### src/hw/rtl/pisp_pkg.sv
package pisp_pkg;

  typedef enum logic [3:0] {
    PH_START  = 4'b0001,
    PH_SIGN   = 4'b0010,
    PH_ZERO   = 4'b0100,
    PH_DIGITS = 4'b1000
  } phase_e;

  typedef enum logic [1:0] {
    RX_DEC = 2'd0,
    RX_HEX = 2'd1,
    RX_BIN = 2'd2
  } radix_e;

  localparam logic [7:0] CH_NUL   = 8'h00;
  localparam logic [7:0] CH_MINUS = 8'h2D;
  localparam logic [7:0] CH_0     = 8'h30;
  localparam logic [7:0] CH_1     = 8'h31;
  localparam logic [7:0] CH_9     = 8'h39;
  localparam logic [7:0] CH_LC_A  = 8'h61;
  localparam logic [7:0] CH_LC_F  = 8'h66;
  localparam logic [7:0] CH_UC_A  = 8'h41;
  localparam logic [7:0] CH_UC_F  = 8'h46;
  localparam logic [7:0] CH_LC_X  = 8'h78;
  localparam logic [7:0] CH_LC_B  = 8'h62;
  localparam logic [3:0] HEX_TEN  = 4'd10;

  typedef struct packed {
    logic        ok;
    logic [3:0]  value;
  } digit_t;

endpackage

### src/hw/rtl/pisp_digit.sv
module pisp_digit (
  input  logic [7:0]              char_i,
  input  pisp_pkg::radix_e        radix_i,
  output pisp_pkg::digit_t        digit_o
);
  import pisp_pkg::*;

  logic [7:0] off_num;
  logic [7:0] off_lc;
  logic [7:0] off_uc;

  assign off_num = char_i - CH_0;
  assign off_lc  = char_i - CH_LC_A;
  assign off_uc  = char_i - CH_UC_A;

  always_comb begin
    digit_o = '{ok: 1'b0, value: 4'd0};
    priority if (char_i >= CH_0 && char_i <= CH_9) begin
      digit_o.value = off_num[3:0];
      digit_o.ok    = (radix_i != RX_BIN) || (char_i <= CH_1);
    end else if (radix_i == RX_HEX && char_i >= CH_LC_A && char_i <= CH_LC_F) begin
      digit_o.value = off_lc[3:0] + HEX_TEN;
      digit_o.ok    = 1'b1;
    end else if (radix_i == RX_HEX && char_i >= CH_UC_A && char_i <= CH_UC_F) begin
      digit_o.value = off_uc[3:0] + HEX_TEN;
      digit_o.ok    = 1'b1;
    end else begin
      digit_o.ok    = 1'b0;
    end
  end

endmodule

### src/hw/rtl/pisp_core.sv
module pisp_core #(
  parameter int unsigned VALUE_WIDTH = 32
) (
  input  logic        clk_i,
  input  logic        rst_ni,
  input  logic        step_i,
  input  logic [7:0]  char_i,
  output logic [31:0] value_o,
  output logic        status_o
);
  import pisp_pkg::*;

  phase_e                 phase_q, phase_d;
  radix_e                 radix_q, radix_d;
  logic                   neg_q, neg_d;
  logic                   err_q, err_d;
  logic [VALUE_WIDTH-1:0] acc_q, acc_d;

  digit_t                 dig;
  logic [VALUE_WIDTH-1:0] acc_scaled;
  logic [VALUE_WIDTH-1:0] acc_next;
  logic signed [VALUE_WIDTH-1:0] final_v;

  pisp_digit u_digit (
    .char_i  (char_i),
    .radix_i (radix_q),
    .digit_o (dig)
  );

  always_comb begin
    unique case (radix_q)
      RX_HEX:  acc_scaled = acc_q << 4;
      RX_BIN:  acc_scaled = acc_q << 1;
      default: acc_scaled = (acc_q << 3) + (acc_q << 1);
    endcase
  end

  assign acc_next = acc_scaled + VALUE_WIDTH'(dig.value);

  always_comb begin
    if (err_q) begin
      final_v = '0;
    end else if (neg_q) begin
      final_v = VALUE_WIDTH'(0) - acc_q;
    end else begin
      final_v = acc_q;
    end
  end

  assign value_o  = 32'(final_v);
  assign status_o = err_q;

  always_comb begin
    phase_d = phase_q;
    radix_d = radix_q;
    neg_d   = neg_q;
    err_d   = err_q;
    acc_d   = acc_q;
    if (char_i == CH_NUL) begin
      phase_d = PH_START;
      radix_d = RX_DEC;
      neg_d   = 1'b0;
      err_d   = 1'b0;
      acc_d   = '0;
    end else if (!err_q) begin
      unique case (phase_q)
        PH_START: begin
          priority if (char_i == CH_MINUS) begin
            neg_d   = 1'b1;
            phase_d = PH_SIGN;
          end else if (char_i == CH_0) begin
            phase_d = PH_ZERO;
          end else if (dig.ok) begin
            acc_d   = acc_next;
            phase_d = PH_DIGITS;
          end else begin
            err_d   = 1'b1;
          end
        end
        PH_SIGN: begin
          priority if (char_i == CH_0) begin
            phase_d = PH_ZERO;
          end else if (dig.ok) begin
            acc_d   = acc_next;
            phase_d = PH_DIGITS;
          end else begin
            err_d   = 1'b1;
          end
        end
        PH_ZERO: begin
          priority if (char_i == CH_LC_X) begin
            radix_d = RX_HEX;
            phase_d = PH_DIGITS;
          end else if (char_i == CH_LC_B) begin
            radix_d = RX_BIN;
            phase_d = PH_DIGITS;
          end else if (dig.ok) begin
            acc_d   = acc_next;
            phase_d = PH_DIGITS;
          end else begin
            err_d   = 1'b1;
          end
        end
        default: begin
          if (dig.ok) begin
            acc_d = acc_next;
          end else begin
            err_d = 1'b1;
          end
        end
      endcase
    end
  end

  always_ff @(posedge clk_i or negedge rst_ni) begin
    if (!rst_ni) begin
      phase_q <= PH_START;
      radix_q <= RX_DEC;
      neg_q   <= 1'b0;
      err_q   <= 1'b0;
      acc_q   <= '0;
    end else if (step_i) begin
      phase_q <= phase_d;
      radix_q <= radix_d;
      neg_q   <= neg_d;
      err_q   <= err_d;
      acc_q   <= acc_d;
    end
  end

`ifndef SYNTHESIS
  // sign seen implies we left the start phase
  a_neg_phase: assert property (@(posedge clk_i) disable iff (!rst_ni)
    neg_q |-> (phase_q != PH_START))
    else $error("sign flag set in start phase");

  // a non-decimal radix only exists once digits phase is reached
  a_radix_phase: assert property (@(posedge clk_i) disable iff (!rst_ni)
    (radix_q != RX_DEC) |-> (phase_q == PH_DIGITS))
    else $error("radix prefix outside digits phase");

  // terminator returns to start
  a_term_reset: assert property (@(posedge clk_i) disable iff (!rst_ni)
    (step_i && char_i == CH_NUL) |=> (phase_q == PH_START && !err_q && acc_q == '0))
    else $error("terminator did not clear state");
`endif

endmodule

### src/hw/rtl/prefixed_integer_string_parser.sv
// Prefixed integer string parser: one ASCII character per request.
// A terminator goes through the input register, then the result register.
// One character per unstalled cycle; the input register drains while a result waits.
// Stall: only a terminator waits, when the result register is still full.
// Reset (async, active low) clears the parse state and both valid flags.
module prefixed_integer_string_parser #(
  parameter int unsigned VALUE_WIDTH = 32
) (
  input  logic        clk_i,
  input  logic        rst_ni,
  input  logic        s_axis_tvalid,
  output logic        s_axis_tready,
  input  logic [7:0]  s_axis_tdata,   // [7:0] character
  output logic        m_axis_tvalid,
  input  logic        m_axis_tready,
  output logic [31:0] m_axis_tdata,   // [31:0] value
  output logic        m_axis_tuser    // [0] status
);
  import pisp_pkg::*;

  logic        in_vld_q;
  logic [7:0]  in_char_q;
  logic        out_vld_q, out_vld_d;
  logic [31:0] out_value_q;
  logic        out_status_q;

  logic        consume;
  logic        is_term;
  logic [31:0] core_value;
  logic        core_status;

  assign is_term       = (in_char_q == CH_NUL);
  assign consume       = in_vld_q && (!is_term || !out_vld_q || m_axis_tready);
  assign s_axis_tready = !in_vld_q || consume;

  always_ff @(posedge clk_i or negedge rst_ni) begin
    if (!rst_ni) begin
      in_vld_q <= 1'b0;
    end else if (s_axis_tready) begin
      in_vld_q <= s_axis_tvalid;
    end
  end

  always_ff @(posedge clk_i) begin
    if (s_axis_tready && s_axis_tvalid) begin
      in_char_q <= s_axis_tdata;
    end
  end

  pisp_core #(
    .VALUE_WIDTH (VALUE_WIDTH)
  ) u_core (
    .clk_i    (clk_i),
    .rst_ni   (rst_ni),
    .step_i   (consume),
    .char_i   (in_char_q),
    .value_o  (core_value),
    .status_o (core_status)
  );

  always_comb begin
    out_vld_d = out_vld_q;
    if (m_axis_tready) begin
      out_vld_d = 1'b0;
    end
    if (consume && is_term) begin
      out_vld_d = 1'b1;
    end
  end

  always_ff @(posedge clk_i or negedge rst_ni) begin
    if (!rst_ni) begin
      out_vld_q <= 1'b0;
    end else begin
      out_vld_q <= out_vld_d;
    end
  end

  always_ff @(posedge clk_i) begin
    if (consume && is_term) begin
      out_value_q  <= core_value;
      out_status_q <= core_status;
    end
  end

  assign m_axis_tvalid = out_vld_q;
  assign m_axis_tdata  = out_value_q;
  assign m_axis_tuser  = out_status_q;

`ifndef SYNTHESIS
  a_no_phantom: assert property (@(posedge clk_i) disable iff (!rst_ni)
    (in_vld_q && !is_term && !out_vld_q) |=> !out_vld_q)
    else $error("result produced without terminator");

  a_ready_busy: assert property (@(posedge clk_i) disable iff (!rst_ni)
    !s_axis_tready |-> (in_vld_q && is_term && out_vld_q))
    else $error("input stalled without full result register");

  a_err_zero: assert property (@(posedge clk_i) disable iff (!rst_ni)
    (out_vld_q && out_status_q) |-> (out_value_q == 32'd0))
    else $error("error result carries nonzero value");
`endif

endmodule
### config.mk
export PLATFORM = sky130hd
export DESIGN_NAME = prefixed_integer_string_parser
export DESIGN_NICKNAME = d
export VERILOG_FILES = /design/src/hw/rtl/pisp_pkg.sv /design/src/hw/rtl/pisp_digit.sv /design/src/hw/rtl/pisp_core.sv /design/src/hw/rtl/prefixed_integer_string_parser.sv
export SDC_FILE = /design/constraint.sdc
export NUM_CORES = 1
export LEC_CHECK = 0
export BUFFER_PORTS_ARGS = -buffer_cell sky130_fd_sc_hd__buf_2
export CORE_AREA = 2 2 114 116
export DETAILED_ROUTE_END_ITERATION = 7
export DIE_AREA = 0 0 116 118
export PLACE_DENSITY = 0.74
export SLEW_MARGIN = 20
export SYNTH_ARGS = -nofsm -noshare
export SYNTH_HDL_FRONTEND = slang
export SYNTH_SLANG_ARGS = --single-unit
### constraint.sdc
create_clock -name clk_i -period 8.7 [get_ports clk_i]
set_input_delay 0.435 -clock clk_i [delete_from_list [all_inputs] [get_ports clk_i]]
set_output_delay 0.435 -clock clk_i [all_outputs]
set_load 0.03 [all_outputs]
== After elaboration in Yosys (flattened, before gate mapping) ==
Index checks and enable logic that the tools add are counted.
W data, S select, Z words.

* Memory bits (read-only): 0
* Register bits: 83
* Input port bits: 12
* Memory bits (writable): 0
* Bits in latches: 0
* Logic and storage cells: 106
* Output and inout port bits: 35
* Memories: 0

* Divide/modulo/power cells: 0
* Multiplexer cells: 41
* Order comparisons: 7
* Shift operators: 0
* Bitwise gates (word level): 0
* Eq/ne operators: 14
* Multipliers: 0
* $add $sub $neg: 8
* Reduce and logical (&&, ||, !) cells: 26

{| class="wikitable"
|+ Operators by type and width
! operator !! number
|-
| $mux W32 || 8
|-
| $pmux W32 S3 || 1
|-
| $pmux W32 S2 || 1
|-
| $add A32 B32 Y32 || 1
|-
| $add A32 B4 Y32 || 1
|-
| $mux W4 || 8
|-
| $sub A1 B32 Y32 const A || 1
|-
| $eq A8 B6 Y1 const B || 2
|-
| $eq A8 B7 Y1 const B || 2
|-
| $ge A8 B7 Y1 const B || 2
|-
| $le A8 B6 Y1 const B || 2
|-
| $le A8 B7 Y1 const B || 2
|-
| $mux W1 || 14
|-
| $pmux W4 S3 || 1
|-
| $sub A4 B1 Y4 const B || 3
|-
| $mux W2 || 5
|-
| $mux W5 || 2
|-
| $ne A3 B3 Y1 const B || 3
|-
| $add A4 B4 Y4 const B || 2
|-
| $ge A8 B6 Y1 const B || 1
|-
| $logic_and A1 B1 Y1 || 8
|-
| $logic_not A8 Y1 || 1
|-
| $reduce_and A4 Y1 || 2
|-
| $reduce_bool A2 Y1 || 4
|-
| 13 further kinds || 19
|}

== Depth between registers and ports, before layout ==
* Depth in word-level cells: 13
* Depth in mapped cells: 20
* Depth with buffers taken out: 18

== Hierarchy ==
A second synthesis with hierarchy kept.

* Cell total of the unflattened synthesis: 834
* Area, all modules: 7,180.6 sq um

{| class="wikitable"
|+ By module, submodules not included
! module !! instances !! cells an instance !! seq. area each (sq um) !! area each (sq um)
|-
| pisp_core || 1 || 747 || 1,002.2 || 5,552.8
|-
| prefixed_integer_string_parser || 1 || 54 || 1,281.2 || 1,370.1
|-
| pisp_digit || 1 || 33 || 0.0 || 257.7
|}

== Worst setup path after synthesis ==
No wires, ideal clock.

* Path type: register -> register
* Start point: reg u_core.radix_q[0]
* End point: reg u_core.acc_q[31]
* Data required time: 8.613 ns
* Clock period less this slack: 4.750 ns
* Stages on the path, launching flop included: 21
* Setup slack: 3.950 ns
* Setup time: 0.087 ns
* Arrival time: 4.663 ns
* Path buffers: 5
* Cell sequence: dfrtp_1 -> inv_1 -> ha_1 -> clkbuf_1 -> buf_1 -> buf_6 -> clkbuf_1 -> buf_1 -> nor2_1 -> nor2_1 -> ha_1 -> inv_1 -> fa_1 -> nor2b_1 -> o21ai_0 -> or3b_2 -> nor2_1 -> nor4b_4 -> nand2_2 -> or3_1 -> o211ai_1

* Cells in the longest elaborated chain, start to end: 13
* Elaborated cells between the ends (all ways): 22
* Those cells by class: add/sub: 1; eq/ne: 3; mux: 13; reduce/logical: 5

{| class="wikitable"
|+ Ends and longest elaborated chain
! element !! RTL line !! RTL
|-
| from (decl) || pisp_core.sv:14 || <nowiki>radix_e radix_q, radix_d;</nowiki>
|-
| from (signal assigned) || pisp_core.sv:124 || <nowiki>radix_q <= radix_d;</nowiki>
|-
| $eq A2 B1 Y1 || pisp_digit.sv:21, pisp_digit.sv:24, pisp_core.sv:31 ||
|-
| $logic_and A1 B1 Y1 (2 in a row) || pisp_digit.sv:24 || <nowiki>end else if (radix_i == RX_HEX && char_i >= CH_UC_A && char_i <= CH_UC_F) begin</nowiki>
|-
| $mux W4 || pisp_digit.sv:24 ||
|-
| $mux W5 || pisp_digit.sv:21 || <nowiki>end else if (radix_i == RX_HEX && char_i >= CH_LC_A && char_i <= CH_LC_F) begin</nowiki>
|-
| $mux W5 || pisp_digit.sv:18 || <nowiki>priority if (char_i >= CH_0 && char_i <= CH_9) begin</nowiki>
|-
| $add A32 B4 Y32 || pisp_core.sv:38 || <nowiki>assign acc_next = acc_scaled + VALUE_WIDTH'(dig.value);</nowiki>
|-
| $mux W32 * || - ||
|-
| $mux W32, on equally long branches || pisp_core.sv:94, pisp_core.sv:71 ||
|-
| $mux W32, on equally long branches || pisp_core.sv:91, pisp_core.sv:68 ||
|-
| $pmux W32 S3 * || pisp_core.sv:66 || <nowiki>unique case (phase_q)</nowiki>
|-
| $mux W32 * || pisp_core.sv:65 || <nowiki>end else if (!err_q) begin</nowiki>
|-
| $mux W32 * || pisp_core.sv:59 || <nowiki>if (char_i == CH_NUL) begin</nowiki>
|-
| to (signal assigned) || pisp_core.sv:121 || <nowiki>acc_q <= '0;</nowiki>
|-
| to (signal assigned) || pisp_core.sv:127 || <nowiki>acc_q <= acc_d;</nowiki>
|-
| to (decl) || pisp_core.sv:17 || <nowiki>logic [VALUE_WIDTH-1:0] acc_q, acc_d;</nowiki>
|}

Mark *: on every way between the ends. The rest lies on a longest branch, timed or not. The select of a mux whose other input is x is not followed.
A chain may end at the register's enable or synchronous reset.

== Worst setup path in the final report ==
* Start point: reg in_char_q[1]
* End point: reg u_core.acc_q[31]

* Cells in the longest elaborated chain, start to end: 13
* Elaborated cells between the ends (all ways): 45
* Those cells by class: add/sub: 6; order compare: 7; eq/ne: 8; mux: 12; reduce/logical: 12

{| class="wikitable"
|+ Ends and longest elaborated chain
! element !! RTL line !! RTL
|-
| from (decl) || prefixed_integer_string_parser.sv:22 || <nowiki>logic [7:0] in_char_q;</nowiki>
|-
| from (signal assigned) || prefixed_integer_string_parser.sv:46 || <nowiki>in_char_q <= s_axis_tdata;</nowiki>
|-
| branches (longest 13 deep; another with $add A32 B4 Y32) || - ||
|}

Parallel ways; which one is timed is not known. The select of a mux whose other input is x is not followed.

==> results_dict.tcl <==
set metrics [dict create \
    met1_usage 0.408 \
    syn2layout_area_growth_pct 7.65 \
    slowest_stage "nor4_1" \
    drv_slew 0 \
    detail_route.first_pass.iterations 5 \
    async_flop_share 0.506 \
    setup.worst_path.class "reg2reg" \
    layout_min_cycle_time_ns 5.03 \
    finalCritPeriodShare 0.578 \
    syn-instance-count 851 \
    yosysWarnings 0 \
    via_per_inst 6.68 \
    p_leak_nw 3.08 \
    grt_use_total 0.308 \
    setup_viol 0 \
    power_density_mw_per_mm2 135 \
    critPathRequiredTime_ns 8.96 \
    dpl.hpwl_mm 15.3 \
    power_frac_seq 0.410 \
    route.detailed.drc 0 \
    fin_hold_ws_ns 0.250 \
    rsz0062_at_grt "no" \
    antenna_cells 0 \
    synth_flop_cell "edfxtp_1" \
    clk_latency_ns 0.34 \
    swShare 0.297 \
    power_frac_clock 0.390 \
    slowest_delay_ns 0.79 \
    fmax_ghz 0.199 \
    cts.sinks 83 \
    cpMostUsedCell "o21ai_0" \
    grt_pass1_vias 6531 \
    grt_util_met3 0.0551 \
    cts_max_path_buffers 2 \
    cts-root-buf "clkbuf_16" \
    num-nets-final 916 \
    hp-class "in2async" \
    path_depth 17 \
    overflow 0 \
    syn_nets 904 \
    relSlewSlack 0.345 \
    r2r_cells 17 \
    pre_cts_ws_ns 3.84 \
    use_met2 0.505 \
    grt_antenna_before_repair 0 \
    numCtsBuffers 9 \
    status "finished, final reports clean" \
    ys_types 100 \
    critPathMaxFanout 6 \
    path_cells "inv_1, ha_1, o21ai_0, nor4_1, nor2b_1, o21ai_0, o21ai_0, inv_1, fa_1, nor2b_1, o21ai_0, or3b_2, nor2_1, nor4b_4, nand2_2, or3_1, o211ai_1" \
    synth-edff-count 41 \
    place_inst 1024 \
    fin_tns_setup_ns 0 \
    clkTransAtPathRegs_ns 0.06 \
    htreeDepth 3 \
    finalPower_w 0.00106 \
    fp.dieArea_mm2 0.0137 \
    synth-seq-cells 83 \
    rows 41 \
    port_buffers 46 \
    grt_busiest_layer "met2" \
    finalWirelength_mm 20.8 \
    route.vias.total 6942 \
    final_cell_count_no_fill 1040 \
    ant_nets 0 \
    tightest_slew_ns 0.982 \
    die_h_um 118 \
    wl_per_cell_um 20.0 \
    start_util 0.591 \
    syn_area_mm2 0.00733 \
    place.gp.congestion 0.951 \
    p_sw_w 0.000316 \
    cp_num_buf_inv 2 \
    drive_gt1_frac 0.137 \
    cts_tree "yes" \
    cp.arrival_ns 5.29 \
    holdBufCountCts 0 \
    ir_drop_uv 124 \
    core-area_mm2 0.0124 \
    end_kind "flip-flop" \
    dr.first_iter.drc_count 724 \
    grt_max_degree 70 \
    p_comb_frac 0.200 \
    ios 47 \
    syn_avg_cell_area_um2 8.61 \
    cpLargestDelayFamily "simple AND/OR/NAND/NOR gates" \
    timing.final.ws_setup_ns 3.67 \
    post-cts-setup-buffers 0 \
    critPathLaunchType "flip-flop" \
    grt_pass1_wl_mm 33.6 \
    ys_seq_area_frac 0.311 \
    ctsResizeCount 0 \
    cap_violations 0 \
    die_x_um 116 \
    hold_viol 0 \
    p_int_w 0.000748 \
    fin_skew_ns 0.00573 \
]
==> path summary, 6_finish.rpt <==
check	from	end	slack, ns
max	in_char_q[1]	u_core.acc_q[31]	3.67
min reg2reg	u_core.phase_q[0]	u_core.phase_q[0]	0.50
min in group clk_i	s_axis_tdata[4]	in_char_q[4]	0.26
min	rst_ni	m_axis_tvalid	0.25
max reg2reg	in_char_q[1]	u_core.acc_q[31]	3.67
max in group asynchronous	rst_ni	u_core.status_o	7.79
==> sequential cells by signal, summed over array words and instances, names as in the netlist <==
signal and count:
m_axis_tdata 32, u_core.acc_q 32, in_char_q 8, u_core.phase_q 4, u_core.radix_q 2, in_vld_q 1, m_axis_tuser 1, m_axis_tvalid 1
u_core.neg_q 1, u_core.status_o 1
==> final cells by class <==
cell class / instances / area [um2]
sequential: 83 / 2280
fill: 1078 / 4520
clock inverter: 7 / 98.8
timing repair buffer: 51 / 268
clock buffer: 9 / 225
tap: 172 / 215
multi-input combinational: 693 / 4710
inverter: 25 / 93.8
==> power groups by stage <==
stage | combinational [W] | clock (W) | sequential [W]
global placement | 0.000198 | 0 | 0.000443
finish | 0.000212 | 0.000415 | 0.000437
floorplan | 0.000173 | 0 | 0.000436
detailed placement | 0.000206 | 0 | 0.000444
CTS | 0.000207 | 0.000419 | 0.000436
global route | 0.000235 | 0.000435 | 0.000438
==> per-stage QoR <==
step,area (um2),util
floorplan,7330,-
global placement,7560,0.609
detailed placement,7560,0.609
CTS,7880,0.635
global route,7890,0.636
finish,7890,0.636
==> worst register-to-register path: cells and delay by family (launching register included) <==
family                     cells  cell delay [ns]
AOI/OAI and AO/OA              5             0.70
and+or+nand+nor                8             2.85
DFF                            1             0.47
buffers and inverters          2             0.25
adders and majority gates      2             0.67
==> cell families (layout without fill, tap and decap cells) <==
group / count (synthesis) / in the layout / share of synthesized area
xor gates and xnor gates: 63 / 63 / 0.0753
buffers and inverters: 75 / 92 / 0.0478
and+or+nand+nor: 316 / 316 / 0.225
adders and majority gates: 41 / 41 / 0.0720
AOI/OAI and AO/OA: 264 / 264 / 0.255
DFF: 83 / 83 / 0.311
muxes: 9 / 9 / 0.0131
==> synthesized netlist by cell type (all sizes together), types with 5 or more instances <==
cell | instances | area share
nor2b | 5 | 0.0043
and3 | 7 | 0.0061
xor2 | 44 | 0.053
o211ai | 6 | 0.0061
mux2 | 5 | 0.0077
o31ai | 14 | 0.014
clkbuf | 35 | 0.022
nand2b | 14 | 0.012
o21ai | 73 | 0.050
buf | 15 | 0.013
a31oi | 14 | 0.013
o41ai | 7 | 0.0084
o2111ai | 6 | 0.010
a211oi | 5 | 0.0072
o311ai | 5 | 0.0060
inv | 23 | 0.012
nor4 | 10 | 0.010
a22oi | 11 | 0.011
or4 | 13 | 0.015
nand2 | 75 | 0.039
xnor2 | 19 | 0.023
nand3 | 40 | 0.027
dfrtp | 41 | 0.14
o21a | 7 | 0.0072
nand4 | 9 | 0.0077
or2 | 9 | 0.0077
ha | 39 | 0.067
nor2 | 83 | 0.043
a21oi | 43 | 0.031
and4 | 5 | 0.0061
or3 | 12 | 0.011
a21boi | 6 | 0.0067
nor3 | 17 | 0.014
edfxtp | 41 | 0.17
a21o | 10 | 0.011
a221oi | 17 | 0.020
==> layer usage <==
layer | vias to the layer above | wire length (um)
met5 | - | 0
met4 | 0 | 787
met3 | 74 | 1230
met2 | 300 | 10100
met1 | 3328 | 8670
li1 | 3240 | -
==> layout by cell type (no fill, tap or decap), types with 11 or more instances in the layout <==
master    Yosys  routed
ha_1         39      38
dfrtp_1      41      40
nor2_1       82      82
inv_1        23      23
o21ai_0      69      69
o31ai_1      14      14
a22oi_1      11      11
buf_2         3      46
a221oi_1     17      17
nand2b_1     14      14
edfxtp_1     41      41
nand3_1      40      40
nand2_1      74      74
a21oi_1      42      42
nor3_1       15      15
xnor2_1      19      19
xor2_1       44      44
a31oi_1      13      13
Power figures use the tool's default switching activity.
